<file path="config.mk">
export PLATFORM = sky130hd
export DESIGN_NAME = nmea_rmc_time_to_segments_flat
export DESIGN_NICKNAME = d
export VERILOG_FILES = /design/src/nrmc_pkg.sv /design/src/nrmc_rx_if.sv /design/src/nrmc_seg_if.sv /design/src/nrmc_cfg_if.sv /design/src/nrmc_hour_fold.sv /design/src/nrmc_parser.sv /design/src/nmea_rmc_time_to_segments.sv /design/src/flat_wrapper.sv
export SDC_FILE = /design/constraint.sdc
export NUM_CORES = 1
export LEC_CHECK = 0
export BUFFER_PORTS_ARGS = -buffer_cell sky130_fd_sc_hd__buf_2
export CORE_MARGIN = 2
export CORE_UTILIZATION = 60
export CTS_CLUSTER_DIAMETER = 60
export DETAILED_ROUTE_END_ITERATION = 10
export PLACE_DENSITY = 0.8
export SETUP_SLACK_MARGIN = 0.05
export SYNTH_ARGS = -nofsm -noshare
export SYNTH_HDL_FRONTEND = slang
export SYNTH_SLANG_ARGS = --single-unit
</file>
<file path="constraint.sdc">
create_clock -name clk -period 9.8 [get_ports clk]
set_input_delay 0.49 -clock clk [delete_from_list [all_inputs] [get_ports clk]]
set_output_delay 0.49 -clock clk [all_outputs]
set_load 0.05 [all_outputs]
</file>
<file path="src/nrmc_pkg.sv">
// Shared types, character codes and lookup functions for the NMEA RMC
// time-to-segment block. No dependencies.
package nrmc_pkg;

	// Parser steps: wait for '$', match "GPRMC", match ',', then the fields.
	typedef enum logic [3:0] {
		ST_DOLLAR  = 4'd0,
		ST_G       = 4'd1,
		ST_P       = 4'd2,
		ST_R       = 4'd3,
		ST_M       = 4'd4,
		ST_C       = 4'd5,
		ST_COMMA   = 4'd6,
		ST_TIME    = 4'd7,
		ST_VALID   = 4'd8,
		ST_STAR    = 4'd9,
		ST_SUM_HI  = 4'd10,
		ST_SUM_LO  = 4'd11
	} nrmc_step_t;

	localparam logic [7:0] CHAR_DOLLAR = 8'h24;
	localparam logic [7:0] CHAR_COMMA  = 8'h2C;
	localparam logic [7:0] CHAR_STAR   = 8'h2A;
	localparam logic [7:0] CHAR_A      = 8'h41;
	localparam logic [7:0] CHAR_NINE   = 8'h39;
	localparam logic [7:0] HEX_ADJUST  = 8'h37;

	localparam logic [7:0] COLON_BIT   = 8'h80;
	localparam logic [3:0] ZONE_RESET  = 4'd4;
	localparam logic [4:0] FIELD_MAX   = 5'd16;
	localparam logic [4:0] FOLD_MIN    = 5'd7;
	localparam int unsigned NUM_DIGITS = 4;

	// Time nibbles and status handed from the parser to the segment stage.
	typedef struct packed {
		logic       hit;
		logic       fix_valid;
		logic [3:0] hour_tens;
		logic [3:0] hour_ones;
		logic [3:0] minute_tens;
		logic [3:0] minute_ones;
	} nrmc_time_t;

	// Expected header character for header steps G through C.
	function automatic logic [7:0] header_char(input nrmc_step_t step);
		logic [7:0] ch;
		case (step)
			ST_G:    ch = 8'h47;
			ST_P:    ch = 8'h50;
			ST_R:    ch = 8'h52;
			ST_M:    ch = 8'h4D;
			ST_C:    ch = 8'h43;
			default: ch = CHAR_DOLLAR;
		endcase
		return ch;
	endfunction

	// Uppercase hex digit to nibble; other characters give their wrapped value.
	function automatic logic [3:0] hex_nibble(input logic [7:0] c);
		logic [7:0] adj;
		adj = (c > CHAR_NINE) ? (c - HEX_ADJUST) : c;
		return adj[3:0];
	endfunction

	// Seven-segment pattern, bit0 = a .. bit6 = g; codes above nine are blank.
	function automatic logic [7:0] seg_digit(input logic [3:0] d);
		logic [7:0] p;
		case (d)
			4'd0:    p = 8'h3F;
			4'd1:    p = 8'h06;
			4'd2:    p = 8'h5B;
			4'd3:    p = 8'h4F;
			4'd4:    p = 8'h66;
			4'd5:    p = 8'h6D;
			4'd6:    p = 8'h7D;
			4'd7:    p = 8'h07;
			4'd8:    p = 8'h7F;
			4'd9:    p = 8'h6F;
			default: p = 8'h00;
		endcase
		return p;
	endfunction

endpackage

</file>
<file path="src/nrmc_rx_if.sv">
// Handshake channel carrying one received byte per item.
// No dependencies.
interface nrmc_rx_if;
	logic       valid;
	logic       ready;
	logic [7:0] rx_byte;

	modport source (output valid, output rx_byte, input ready);
	modport sink (input valid, input rx_byte, output ready);
endinterface

</file>
<file path="src/nrmc_seg_if.sv">
// Handshake channel carrying four seven-segment bytes per item.
// No dependencies.
interface nrmc_seg_if;
	logic       valid;
	logic       ready;
	logic [7:0] seg_hour_tens;
	logic [7:0] seg_hour_ones;
	logic [7:0] seg_minute_tens;
	logic [7:0] seg_minute_ones;

	modport source (output valid, output seg_hour_tens, output seg_hour_ones,
		output seg_minute_tens, output seg_minute_ones, input ready);
	modport sink (input valid, input seg_hour_tens, input seg_hour_ones,
		input seg_minute_tens, input seg_minute_ones, output ready);
endinterface

</file>
<file path="src/nrmc_cfg_if.sv">
// Configuration write channel for the zone offset register.
// No dependencies.
interface nrmc_cfg_if;
	logic       valid;
	logic       ready;
	logic [3:0] zone_offset_hours;

	modport source (output valid, output zone_offset_hours, input ready);
	modport sink (input valid, input zone_offset_hours, output ready);
endinterface

</file>
<file path="src/nrmc_hour_fold.sv">
// Folds a 24-hour UTC hour to 12-hour form and subtracts the zone offset.
// Depends on nrmc_pkg.
module nrmc_hour_fold
	import nrmc_pkg::*;
(
	input  logic [3:0] tens,
	input  logic [3:0] ones,
	input  logic [3:0] zone,
	output logic [3:0] tens_out,
	output logic [3:0] ones_out
);

	logic [7:0] hour_raw;
	logic [7:0] hour_12;
	logic [7:0] hour_up;
	logic [9:0] diff;
	logic       wide;

	always_comb begin
		hour_raw = {1'b0, tens, 3'b000} + {3'b000, tens, 1'b0} + {4'b0000, ones};
		hour_12  = (hour_raw > 8'd12) ? (hour_raw - 8'd12) : hour_raw;
		hour_up  = (hour_12 <= {4'b0000, zone}) ? (hour_12 + 8'd12) : hour_12;
		diff     = {2'b00, hour_up} - {6'b000000, zone};
		// A negative difference wraps to a huge value, so it counts as above nine.
		wide     = diff[9] || (diff[8:0] > 9'd9);
		tens_out = wide ? 4'd1 : 4'd0;
		ones_out = wide ? (diff[3:0] - 4'd10) : diff[3:0];
	end

endmodule

</file>
<file path="src/nrmc_parser.sv">
// Sentence parser: header match, time capture, validity, checksum.
// Depends on nrmc_pkg and nrmc_hour_fold.
module nrmc_parser
	import nrmc_pkg::*;
(
	input  logic       clk,
	input  logic       arst_n,
	input  logic       step_en,
	input  logic [7:0] rx_byte,
	input  logic [3:0] zone,
	output nrmc_time_t result
);

	nrmc_step_t step_q, step_n;
	logic [4:0] count_q, count_n;
	logic [7:0] xor_q, xor_n;
	logic [7:0] capt_q, capt_n;
	logic [3:0] sum_hi_q, sum_hi_n;
	logic       fix_q, fix_n;
	logic [3:0] nib_q [NUM_DIGITS];
	logic [3:0] nib_n [NUM_DIGITS];
	logic [3:0] fold_tens, fold_ones;
	logic       hit;

	nrmc_hour_fold u_fold (
		.tens     (nib_q[0]),
		.ones     (nib_q[1]),
		.zone     (zone),
		.tens_out (fold_tens),
		.ones_out (fold_ones)
	);

	always_ff @(posedge clk or negedge arst_n) begin
		if (!arst_n) begin
			step_q   <= ST_DOLLAR;
			count_q  <= '0;
			xor_q    <= '0;
			capt_q   <= '0;
			sum_hi_q <= '0;
			fix_q    <= 1'b0;
			for (int i = 0; i < NUM_DIGITS; i++) nib_q[i] <= '0;
		end else if (step_en) begin
			step_q   <= step_n;
			count_q  <= count_n;
			xor_q    <= xor_n;
			capt_q   <= capt_n;
			sum_hi_q <= sum_hi_n;
			fix_q    <= fix_n;
			for (int i = 0; i < NUM_DIGITS; i++) nib_q[i] <= nib_n[i];
		end
	end

	always_comb begin
		step_n   = step_q;
		count_n  = count_q;
		capt_n   = capt_q;
		sum_hi_n = sum_hi_q;
		fix_n    = fix_q;
		hit      = 1'b0;
		for (int i = 0; i < NUM_DIGITS; i++) nib_n[i] = nib_q[i];
		// The star never enters the checksum.
		xor_n = (rx_byte != CHAR_STAR) ? (xor_q ^ rx_byte) : xor_q;

		case (step_q)
			ST_G, ST_P, ST_R, ST_M, ST_C: begin
				step_n = (rx_byte == header_char(step_q)) ?
					nrmc_step_t'(step_q + 4'd1) : ST_DOLLAR;
			end
			ST_COMMA: begin
				count_n = '0;
				step_n  = (rx_byte == CHAR_COMMA) ? ST_TIME : ST_DOLLAR;
			end
			ST_TIME: begin
				if (rx_byte == CHAR_COMMA) begin
					if (count_q > FOLD_MIN) begin
						nib_n[0] = fold_tens;
						nib_n[1] = fold_ones;
					end
					count_n = '0;
					step_n  = ST_VALID;
				end else if (count_q < FIELD_MAX) begin
					if (count_q < 5'(NUM_DIGITS)) nib_n[count_q[1:0]] = rx_byte[3:0];
					count_n = count_q + 5'd1;
				end
			end
			ST_VALID, ST_STAR: begin
				if (step_q == ST_VALID) begin
					fix_n  = (rx_byte == CHAR_A);
					step_n = ST_STAR;
				end
				// An empty validity field lets the star land in the same step.
				if (rx_byte == CHAR_STAR) begin
					capt_n = xor_q;
					step_n = ST_SUM_HI;
				end
			end
			ST_SUM_HI: begin
				sum_hi_n = hex_nibble(rx_byte);
				step_n   = ST_SUM_LO;
			end
			ST_SUM_LO: begin
				hit    = (capt_q == {sum_hi_q, hex_nibble(rx_byte)});
				for (int i = 0; i < NUM_DIGITS; i++) nib_n[i] = '0;
				step_n = ST_DOLLAR;
			end
			default: begin
				step_n = (rx_byte == CHAR_DOLLAR) ? ST_G : ST_DOLLAR;
				xor_n  = '0;
			end
		endcase
	end

	assign result.hit         = hit;
	assign result.fix_valid   = fix_q;
	assign result.hour_tens   = nib_q[0];
	assign result.hour_ones   = nib_q[1];
	assign result.minute_tens = nib_q[2];
	assign result.minute_ones = nib_q[3];

endmodule

</file>
<file path="src/nmea_rmc_time_to_segments.sv">
// Top level of the NMEA RMC time-to-segment block.
// Depends on nrmc_pkg, the three channel interfaces and nrmc_parser.
//
// This block watches a stream of received NMEA 0183 characters, one item per
// byte, for "$GPRMC," sentences. It keeps the first four characters of the
// time field as hour and minute digits and, when the field is longer than
// seven characters, folds the UTC hour to 12-hour form and subtracts the zone
// offset register (reset value 4). It notes whether the fix is valid ('A'),
// checks the XOR checksum against the two uppercase hex digits after '*', and
// on a match emits one item of four seven-segment bytes, with the colon bit
// set on the hour ones digit when the fix is valid. A sentence whose checksum
// fails produces nothing. Each byte goes from acceptance into the input
// register and then through the parser into the result register. A new byte
// is accepted every cycle; the only thing that holds input back is a finished
// result that the sink has not yet taken, because the parser state advances
// only when the result register is free.
// The zone offset is written through the configuration channel, which is
// always ready, and should only be written while no bytes are in flight.
module nmea_rmc_time_to_segments
	import nrmc_pkg::*;
(
	input  logic        clk,
	input  logic        arst_n,
	nrmc_rx_if.sink     rx,
	nrmc_seg_if.source  seg,
	nrmc_cfg_if.sink    cfg
);

	logic       valid_s1;
	logic [7:0] byte_s1;
	logic [3:0] zone_q;
	logic       out_valid_q;
	logic [7:0] hour_tens_q;
	logic [7:0] hour_ones_q;
	logic [7:0] minute_tens_q;
	logic [7:0] minute_ones_q;
	logic       out_free;
	logic       advance;
	nrmc_time_t parsed;

	// The result register can take a new result when empty or being drained.
	assign out_free = !out_valid_q || seg.ready;
	// The staged byte runs through the parser once the result side is free.
	assign advance  = valid_s1 && out_free;
	assign rx.ready = !valid_s1 || advance;
	assign cfg.ready = 1'b1;

	always_ff @(posedge clk or negedge arst_n) begin
		if (!arst_n) begin
			zone_q <= ZONE_RESET;
		end else if (cfg.valid) begin
			zone_q <= cfg.zone_offset_hours;
		end
	end

	// Input register.
	always_ff @(posedge clk or negedge arst_n) begin
		if (!arst_n) begin
			valid_s1 <= 1'b0;
		end else if (rx.ready) begin
			valid_s1 <= rx.valid;
		end
	end

	always_ff @(posedge clk) begin
		if (rx.ready && rx.valid) begin
			byte_s1 <= rx.rx_byte;
		end
	end

	nrmc_parser u_parser (
		.clk     (clk),
		.arst_n  (arst_n),
		.step_en (advance),
		.rx_byte (byte_s1),
		.zone    (zone_q),
		.result  (parsed)
	);

	// Result register: a valid flag plus the encoded segment bytes.
	always_ff @(posedge clk or negedge arst_n) begin
		if (!arst_n) begin
			out_valid_q <= 1'b0;
		end else if (out_free) begin
			out_valid_q <= advance && parsed.hit;
		end
	end

	always_ff @(posedge clk) begin
		if (advance && parsed.hit) begin
			hour_tens_q   <= seg_digit(parsed.hour_tens);
			hour_ones_q   <= seg_digit(parsed.hour_ones) |
				(parsed.fix_valid ? COLON_BIT : 8'h00);
			minute_tens_q <= seg_digit(parsed.minute_tens);
			minute_ones_q <= seg_digit(parsed.minute_ones);
		end
	end

	assign seg.valid           = out_valid_q;
	assign seg.seg_hour_tens   = hour_tens_q;
	assign seg.seg_hour_ones   = hour_ones_q;
	assign seg.seg_minute_tens = minute_tens_q;
	assign seg.seg_minute_ones = minute_ones_q;

endmodule

</file>
<file path="src/flat_wrapper.sv">
// flat-port wrapper written by rule: the top's interface ports become plain ports
module nmea_rmc_time_to_segments_flat import nrmc_pkg::*;
  (clk, arst_n, rx_valid, rx_rx_byte, rx_ready, seg_valid, seg_seg_hour_tens, seg_seg_hour_ones, seg_seg_minute_tens, seg_seg_minute_ones, seg_ready, cfg_valid, cfg_zone_offset_hours, cfg_ready);
  nrmc_rx_if rx_i ();
  nrmc_seg_if seg_i ();
  nrmc_cfg_if cfg_i ();
  input  logic clk;
  input  logic arst_n;
  input wire logic [$bits(rx_i.valid)-1:0] rx_valid;
  input wire logic [$bits(rx_i.rx_byte)-1:0] rx_rx_byte;
  output wire logic [$bits(rx_i.ready)-1:0] rx_ready;
  output wire logic [$bits(seg_i.valid)-1:0] seg_valid;
  output wire logic [$bits(seg_i.seg_hour_tens)-1:0] seg_seg_hour_tens;
  output wire logic [$bits(seg_i.seg_hour_ones)-1:0] seg_seg_hour_ones;
  output wire logic [$bits(seg_i.seg_minute_tens)-1:0] seg_seg_minute_tens;
  output wire logic [$bits(seg_i.seg_minute_ones)-1:0] seg_seg_minute_ones;
  input wire logic [$bits(seg_i.ready)-1:0] seg_ready;
  input wire logic [$bits(cfg_i.valid)-1:0] cfg_valid;
  input wire logic [$bits(cfg_i.zone_offset_hours)-1:0] cfg_zone_offset_hours;
  output wire logic [$bits(cfg_i.ready)-1:0] cfg_ready;
  assign rx_i.valid = rx_valid;
  assign rx_i.rx_byte = rx_rx_byte;
  assign rx_ready = rx_i.ready;
  assign seg_valid = seg_i.valid;
  assign seg_seg_hour_tens = seg_i.seg_hour_tens;
  assign seg_seg_hour_ones = seg_i.seg_hour_ones;
  assign seg_seg_minute_tens = seg_i.seg_minute_tens;
  assign seg_seg_minute_ones = seg_i.seg_minute_ones;
  assign seg_i.ready = seg_ready;
  assign cfg_i.valid = cfg_valid;
  assign cfg_i.zone_offset_hours = cfg_zone_offset_hours;
  assign cfg_ready = cfg_i.ready;
  nmea_rmc_time_to_segments u_core (.clk(clk), .arst_n(arst_n), .rx(rx_i), .seg(seg_i), .cfg(cfg_i));
endmodule
</file>
==> run_results.csv, run 1 <==
group,metric,value,unit
run_status,status,"completed",
setup_path,slowest_stage,"fa_1",
finish,nets,683,
floorplan,design.die.area,10320,um2
clocking,cts_tree,"done",
finish,area_growth,9.612,%
run,maxCapViolations,0,
setup_path,critPathMaxStageDelay,610,ps
clocking,cts_inserted_buffers,9,
synth,yosysSeqAreaShare,0.4224,
drt,post_drt_wl_per_cell,14.85,um
floorplan,rows,35,
synth,synth_ff_type,"dfrtp_1",
synth,yosysTopAreaCell,"dfrtp_1",
global_routing,track_usage,0.2285,
global_routing,grt_pass1_wl,18750,um
finish,drive_above_1_share,0.1580,
drt,drc_errors,0,
synth,syn_inst,566,
synth,synth-async-reset-ratio,0.5843,
worst_hold_path,hp-class,"input pin to asynchronous set/reset pin",
setup_path,crit_buf_inv,2,
global_routing,first_global_vias,4059,
timing,period_minus_slack,6656,ps
timing,max_freq,150.2,MHz
timing,grt_setup_unrepaired,"no",
setup_path,required,10080,ps
timing,worst_pin_slew,863.1,ps
synth,synth_area_leaders,"dfrtp_1, edfxtp_1, ha_1",
setup_path,crit_fanout,10,
drt,drt_iter0_markers,206,
floorplan,die_w,101.6,um
clocking,worstSkewPairLatency,350,ps
global_routing,antenna_found_initial,0,
synth,synth-edff-count,37,
setup_path,cpMostUsedCell,"ha_1",
synth,synth_area_per_cell,10.10,um2
clocking,h-tree-depth,3,
synth,yosysTopAreaCellShare,0.2233,
clocking,cts.path.max_buffers,2,
clocking,postCtsSetupRepairBufs,0,
synth,ys_ff_latch,89,
finish,antennaDiodeCount,0,
drt,wl,11030,um
place,gp_congestion,0.8929,
floorplan,die_y,101.6,um
global_routing,grt-ovfl-total,0,
setup_path,worstSetupPathType,"register to register",
clocking,clk_pin_slew,90,ps
synth,synth.distinct_cells,70,
timing,slew_headroom,0.4202,
drt,vias,4219,
setup_path,cp-end-kind,"register",
clocking,cts_sinks,89,
timing,finClkSkew,10.90,ps
floorplan,core,9240,um2
timing,report.final.setup_viol,0,
synth,ys.warnings.count,0,
timing,drv_slew,0,
setup_path,crit_path_start_kind,"register",
timing,fin_crit_sh,0.6792,
floorplan,io_pins,52,
clocking,cts_hold_buf,0,
place,dp_hpwl,8157,um
timing,finalSetupTns,0,ps
setup_path,cp_top_family,"adder cells",
place,numPortBuffers,47,
drt,drt-pass1-iter-count,5,
setup_path,crit_arrival,6940,ps
synth,syn-cell-area,5714,um2
clocking,cts_resized,0,
floorplan,initial_core_util,0.6184,
clocking,root_buffer,"clkbuf_8",
global_routing,grt_max_degree,53,
drt,ant_nets,0,
drt,vias_per_cell,5.678,
setup_path,worstPathCellList,"inv_1 -> fa_1 -> fa_1 -> inv_1 -> ha_1 -> o21ai_1 -> nand3_1 -> nor3_1 -> xnor2_1 -> ha_1 -> a21o_1 -> a21oi_1 -> a41oi_1 -> a211oi_1 -> nand3_1 -> xnor2_1 -> ha_1 -> xnor2_1 -> ha_1 -> a221oi_1 -> or3_1 -> a31oi_4 -> mux2_1 -> a31oi_1",
timing,final-hold-violation-count,0,
[cell type report]
class                           instances  area, um2
Clock buffer                           10      127.6
Sequential cell                        89       2414
Timing Repair Buffer                   49      250.2
Clock inverter                          6      83.83
Fill cell                             728       2977
Multi-Input combinational cell        424       3092
Inverter                               36      135.1
Tap cell                              129      161.4
[cells by family after synthesis]
logic type / Yosys count / synth area share
AO/OA/AOI/OAI: 146 / 0.1791
XOR/XNOR: 30 / 0.04730
adder cells (fa/ha/maj): 57 / 0.1288
buffers and inverters: 55 / 0.03876
flip-flops: 89 / 0.4224
multiplexers: 23 / 0.04379
other: 2 / 0.001314
AND/OR/NAND/NOR: 164 / 0.1386
[final timing paths]
| check | depth (start not counted) | startpoint | endpoint | slack [ps] |
|---|---|---|---|---|
| setup / recovery | 24 | u_core.u_parser.result[11] | u_core.u_parser.result[10] | 3140 |
| hold / removal | 2 | arst_n | u_core.u_parser.fix_q | 230 |
| setup reg to reg | 24 | u_core.u_parser.result[11] | u_core.u_parser.result[10] | 3140 |
| hold reg to reg | 0 | u_core.u_parser.fix_q | u_core.seg.seg_hour_ones[7] | 460 |
| max in group asynchronous | 2 | arst_n | u_core.u_parser.sum_hi_q[1] | 9100 |
| min in group clk | 1 | rx_rx_byte[4] | u_core.byte_s1[4] | 310 |
[per-stage QoR]
step | cells | area, um2 | hold slack [ps] | worst slack, ps | utilization
after floorplan | 568 | 5722 | 194.4 | 3684 | -
after global routing | 743 | 6264 | 300.2 | 2571 | 0.6779
final | 743 | 6264 | 226.6 | 3144 | 0.6779
after CTS | 743 | 6264 | 271.4 | 3178 | 0.6779
after global placement | 727 | 6052 | 435.0 | 3464 | 0.6550
after detailed placement | 727 | 6052 | 441.2 | 3231 | 0.6550
[worst reg2reg max path, stage by stage (launching register included)]
cell and delay (ps):
dfrtp_1 500, inv_1 150, fa_1 540, fa_1 610
inv_1 80, ha_1 290, o21ai_1 220, nand3_1 190
nor3_1 360, xnor2_1 240, ha_1 320, a21o_1 180
a21oi_1 140, a41oi_1 100, a211oi_1 230, nand3_1 160
xnor2_1 170, ha_1 330, xnor2_1 340, ha_1 250
a221oi_1 90, or3_1 370, a31oi_4 220, mux2_1 350
a31oi_1 160
[metal layers]
| layer | part of all wire | GRT usage | up-vias |
|---|---|---|---|
| li1 | - | - | 2105 |
| met1 | 0.46 | 0.3037 | 1974 |
| met2 | 0.47 | 0.3770 | 118 |
| met3 | 0.043 | 0.02968 | 22 |
| met4 | 0.027 | 0.09875 | 0 |
| met5 | 0 | 0 | - |
[synthesized netlist by cell type (all sizes together) (3+ instances only)]
| library cell | count |
|---|---|
| ha | 54 |
| mux2i | 7 |
| xor2 | 12 |
| o21a | 4 |
| nor4 | 3 |
| dfrtp | 51 |
| a21oi | 19 |
| nor3 | 10 |
| nor2 | 37 |
| buf | 4 |
| inv | 36 |
| and3 | 6 |
| fa | 3 |
| a31oi | 7 |
| nand3b | 3 |
| o31ai | 6 |
| nand2b | 14 |
| nand2 | 54 |
| nand3 | 15 |
| a22o | 11 |
| o21ai | 56 |
| nor2b | 7 |
| mux2 | 16 |
| or3 | 3 |
| clkbuf | 15 |
| a21o | 10 |
| xnor2 | 18 |
| edfxtp | 37 |
| and2 | 5 |
| a211oi | 3 |
| o22ai | 9 |
[placed cells by master (no fill, tap or decap), drive strengths merged, types with 12 or more instances in the layout]
| cell | count |
|---|---|
| a21oi | 19 |
| buf | 49 |
| dfrtp | 51 |
| edfxtp | 37 |
| ha | 54 |
| inv | 36 |
| mux2 | 16 |
| nand2 | 54 |
| nand2b | 14 |
| nand3 | 15 |
| nor2 | 37 |
| o21ai | 56 |
| xnor2 | 18 |
| xor2 | 12 |
[state kept, by name, summed over array words and instances, names as in the netlist]
signal,count
u_core.u_parser.count_q,5
u_core.u_parser.fix_q,1
u_core.byte_s1,8
u_core.seg.seg_minute_tens,7
u_core.u_parser.xor_q,8
u_core.valid_s1,1
u_core.seg.seg_hour_ones,8
u_core.u_parser.capt_q,8
u_core.seg.seg_hour_tens,7
u_core.u_parser.step_q,4
u_core.u_parser.result,16
u_core.u_parser.sum_hi_q,4
u_core.seg.seg_minute_ones,7
u_core.seg.valid,1
u_core.zone_q,4
Power of run 1 is left out: the tool's default activity adds up to more than one toggle a clock period on the data nets, which glitch-free logic cannot reach.
==> run 2, diff against run 1 <==
--- a/config.mk
+++ b/config.mk
@@ -7,10 +7,10 @@
 export LEC_CHECK = 0
 export BUFFER_PORTS_ARGS = -buffer_cell sky130_fd_sc_hd__buf_2
 export CORE_MARGIN = 2
-export CORE_UTILIZATION = 60
+export CORE_UTILIZATION = 54
 export CTS_CLUSTER_DIAMETER = 60
 export DETAILED_ROUTE_END_ITERATION = 10
-export PLACE_DENSITY = 0.8
+export PLACE_DENSITY = 0.76
 export SETUP_SLACK_MARGIN = 0.05
 export SYNTH_ARGS = -nofsm -noshare
 export SYNTH_HDL_FRONTEND = slang
==> constraint.sdc (replaced) <==
create_clock -name clk -period 5.7 [get_ports clk]
set_input_delay 0.285 -clock clk [delete_from_list [all_inputs] [get_ports clk]]
set_output_delay 0.285 -clock clk [all_outputs]
set_load 0.05 [all_outputs]
==> run 2 against run 1 <==
Via count up 3.9%; cell count up 4.6%; die area up 11%; sequential share of layout area down 2.2 points; maximum frequency up 18%; first-iteration DRC count up 2.9%; register-to-register slack worse by 3100 ps; critical path type unchanged; critical path depth up 1.
==> run_results.csv, run 2 (synthesis gave the netlist of run 1 again) <==
group,metric,value,unit
drt,drc_errors,0,
clocking,h-tree-depth,3,
finish,antennaDiodeCount,0,
global_routing,first_global_vias,4239,
place,gp_congestion,0.9426,
floorplan,io_pins,52,
floorplan,core,10280,um2
place,dp_hpwl,8484,um
timing,report.final.setup_viol,0,
drt,drt-pass1-iter-count,4,
global_routing,grt_pass1_wl,19690,um
finish,stdcell_area,6644,um2
drt,post_drt_wl_per_cell,15.04,um
global_routing,grt_max_degree,53,
setup_path,worstSetupPathType,"register to register",
timing,finClkSkew,18.98,ps
finish,nets,710,
floorplan,initial_core_util,0.5560,
run,maxCapViolations,0,
floorplan,die_w,106.9,um
global_routing,track_usage,0.2152,
timing,slew_headroom,0.4363,
drt,drt_iter0_markers,212,
timing,period_minus_slack,5624,ps
clocking,cts_sinks,89,
finish,layout_common_cells,"nand2_1, o21ai_0, dfrtp_1",
clocking,clk_pin_slew,100,ps
clocking,cts_inserted_buffers,9,
timing,final-hold-violation-count,0,
run_status,status,"completed",
finish,largest_register_ffs,16,
timing,drv_slew,0,
timing,grt_setup_unrepaired,"yes",
setup_path,cp-end-kind,"register",
timing,fin_crit_sh,0.9866,
worst_hold_path,hp-class,"input pin to asynchronous set/reset pin",
drt,vias,4384,
floorplan,rows,37,
clocking,cts_tree,"done",
global_routing,antenna_found_initial,0,
drt,vias_per_cell,5.642,
finish,final_common_cell,"nand2_1",
finish,area_growth,16.27,%
floorplan,die_y,106.9,um
setup_path,required,5980,ps
clocking,worstSkewPairLatency,370,ps
place,numPortBuffers,47,
floorplan,design.die.area,11420,um2
clocking,cts.path.max_buffers,2,
setup_path,crit_fanout,5,
place,post_dp_cell_area,6248,um2
timing,max_freq,177.8,MHz
finish,drive_above_1_share,0.2465,
timing,worst_pin_slew,839.0,ps
setup_path,crit_path_start_kind,"register",
setup_path,crit_arrival,5900,ps
timing,finalSetupTns,0,ps
global_routing,grt-ovfl-total,0,
drt,ant_nets,0,
clocking,root_buffer,"clkbuf_8",
drt,wl,11690,um
[run 2: layout make-up]
type,instances,area (um2)
inverters,36,135.1
clock buffers,10,127.6
fillers,838,3633
repair buffers,76,452.9
flip-flops and latches,89,2414
well taps,136,170.2
clock inverters,6,72.57
multi-input cells,424,3272
[run 2: path summary, 6_finish.rpt]
check / start / slack [ps] / to / depth (start not counted)
setup / recovery: u_core.u_parser.result[14] / 80 / u_core.u_parser.result[10] / 25
hold / removal: arst_n / 30 / u_core.u_parser.capt_q[7] / 2
hold reg to reg: u_core.u_parser.xor_q[2] / 500 / u_core.u_parser.xor_q[2] / 1
min in group clk: rx_rx_byte[4] / 90 / u_core.byte_s1[4] / 1
setup reg to reg: u_core.u_parser.result[14] / 80 / u_core.u_parser.result[10] / 25
max in group asynchronous: arst_n / 5220 / u_core.u_parser.result[4] / 2
[run 2: critical path: stages, from the launching register on]
cell and delay [ps]:
dfrtp_1 370, inv_2 50, fa_2 600, inv_2 50, ha_4 210, a211o_1 280
and2_4 160, o21ai_4 180, nand3_4 110, nor3_4 210, xnor2_2 120, ha_1 320
a21o_1 170, a21oi_2 130, a41oi_2 60, a211oi_2 250, nand3_2 150, xnor2_2 170
ha_1 350, xnor2_2 220, ha_2 240, a221oi_2 60, or3_4 380, a31oi_4 220
mux2_4 340, a31oi_4 130
[run 2: what timing repair did]
| action | CTS | global route |
|---|---|---|
| buffers inserted | 5 | 9 |
| hold buffers | 0 | 0 |
| pin swaps | 12 | 21 |
| gates resized for setup | 7 | 12 |
| setup endpoints to repair | 4 | 4 |
[run 2: metrics by stage]
| step | std cells | setup WS, ps | util | hold WS [ps] |
|---|---|---|---|---|
| floorplan | 568 | 55.13 | - | -10.59 |
| global placement | 747 | 51.12 | 0.6080 | 430.7 |
| detailed placement | 747 | -139.1 | 0.6080 | 446.7 |
| CTS | 768 | 52.17 | 0.6334 | 41.08 |
| global route | 777 | -147.8 | 0.6465 | 71.72 |
| finish | 777 | 76.21 | 0.6465 | 34.87 |
[run 2: layer usage]
layer  global-route usage  share of wire
met4              0.08534          0.020
met5                    0              0
met1               0.2902           0.46
met2               0.3439           0.47
met3              0.04134          0.054
Power of run 2 is left out for the same reason.
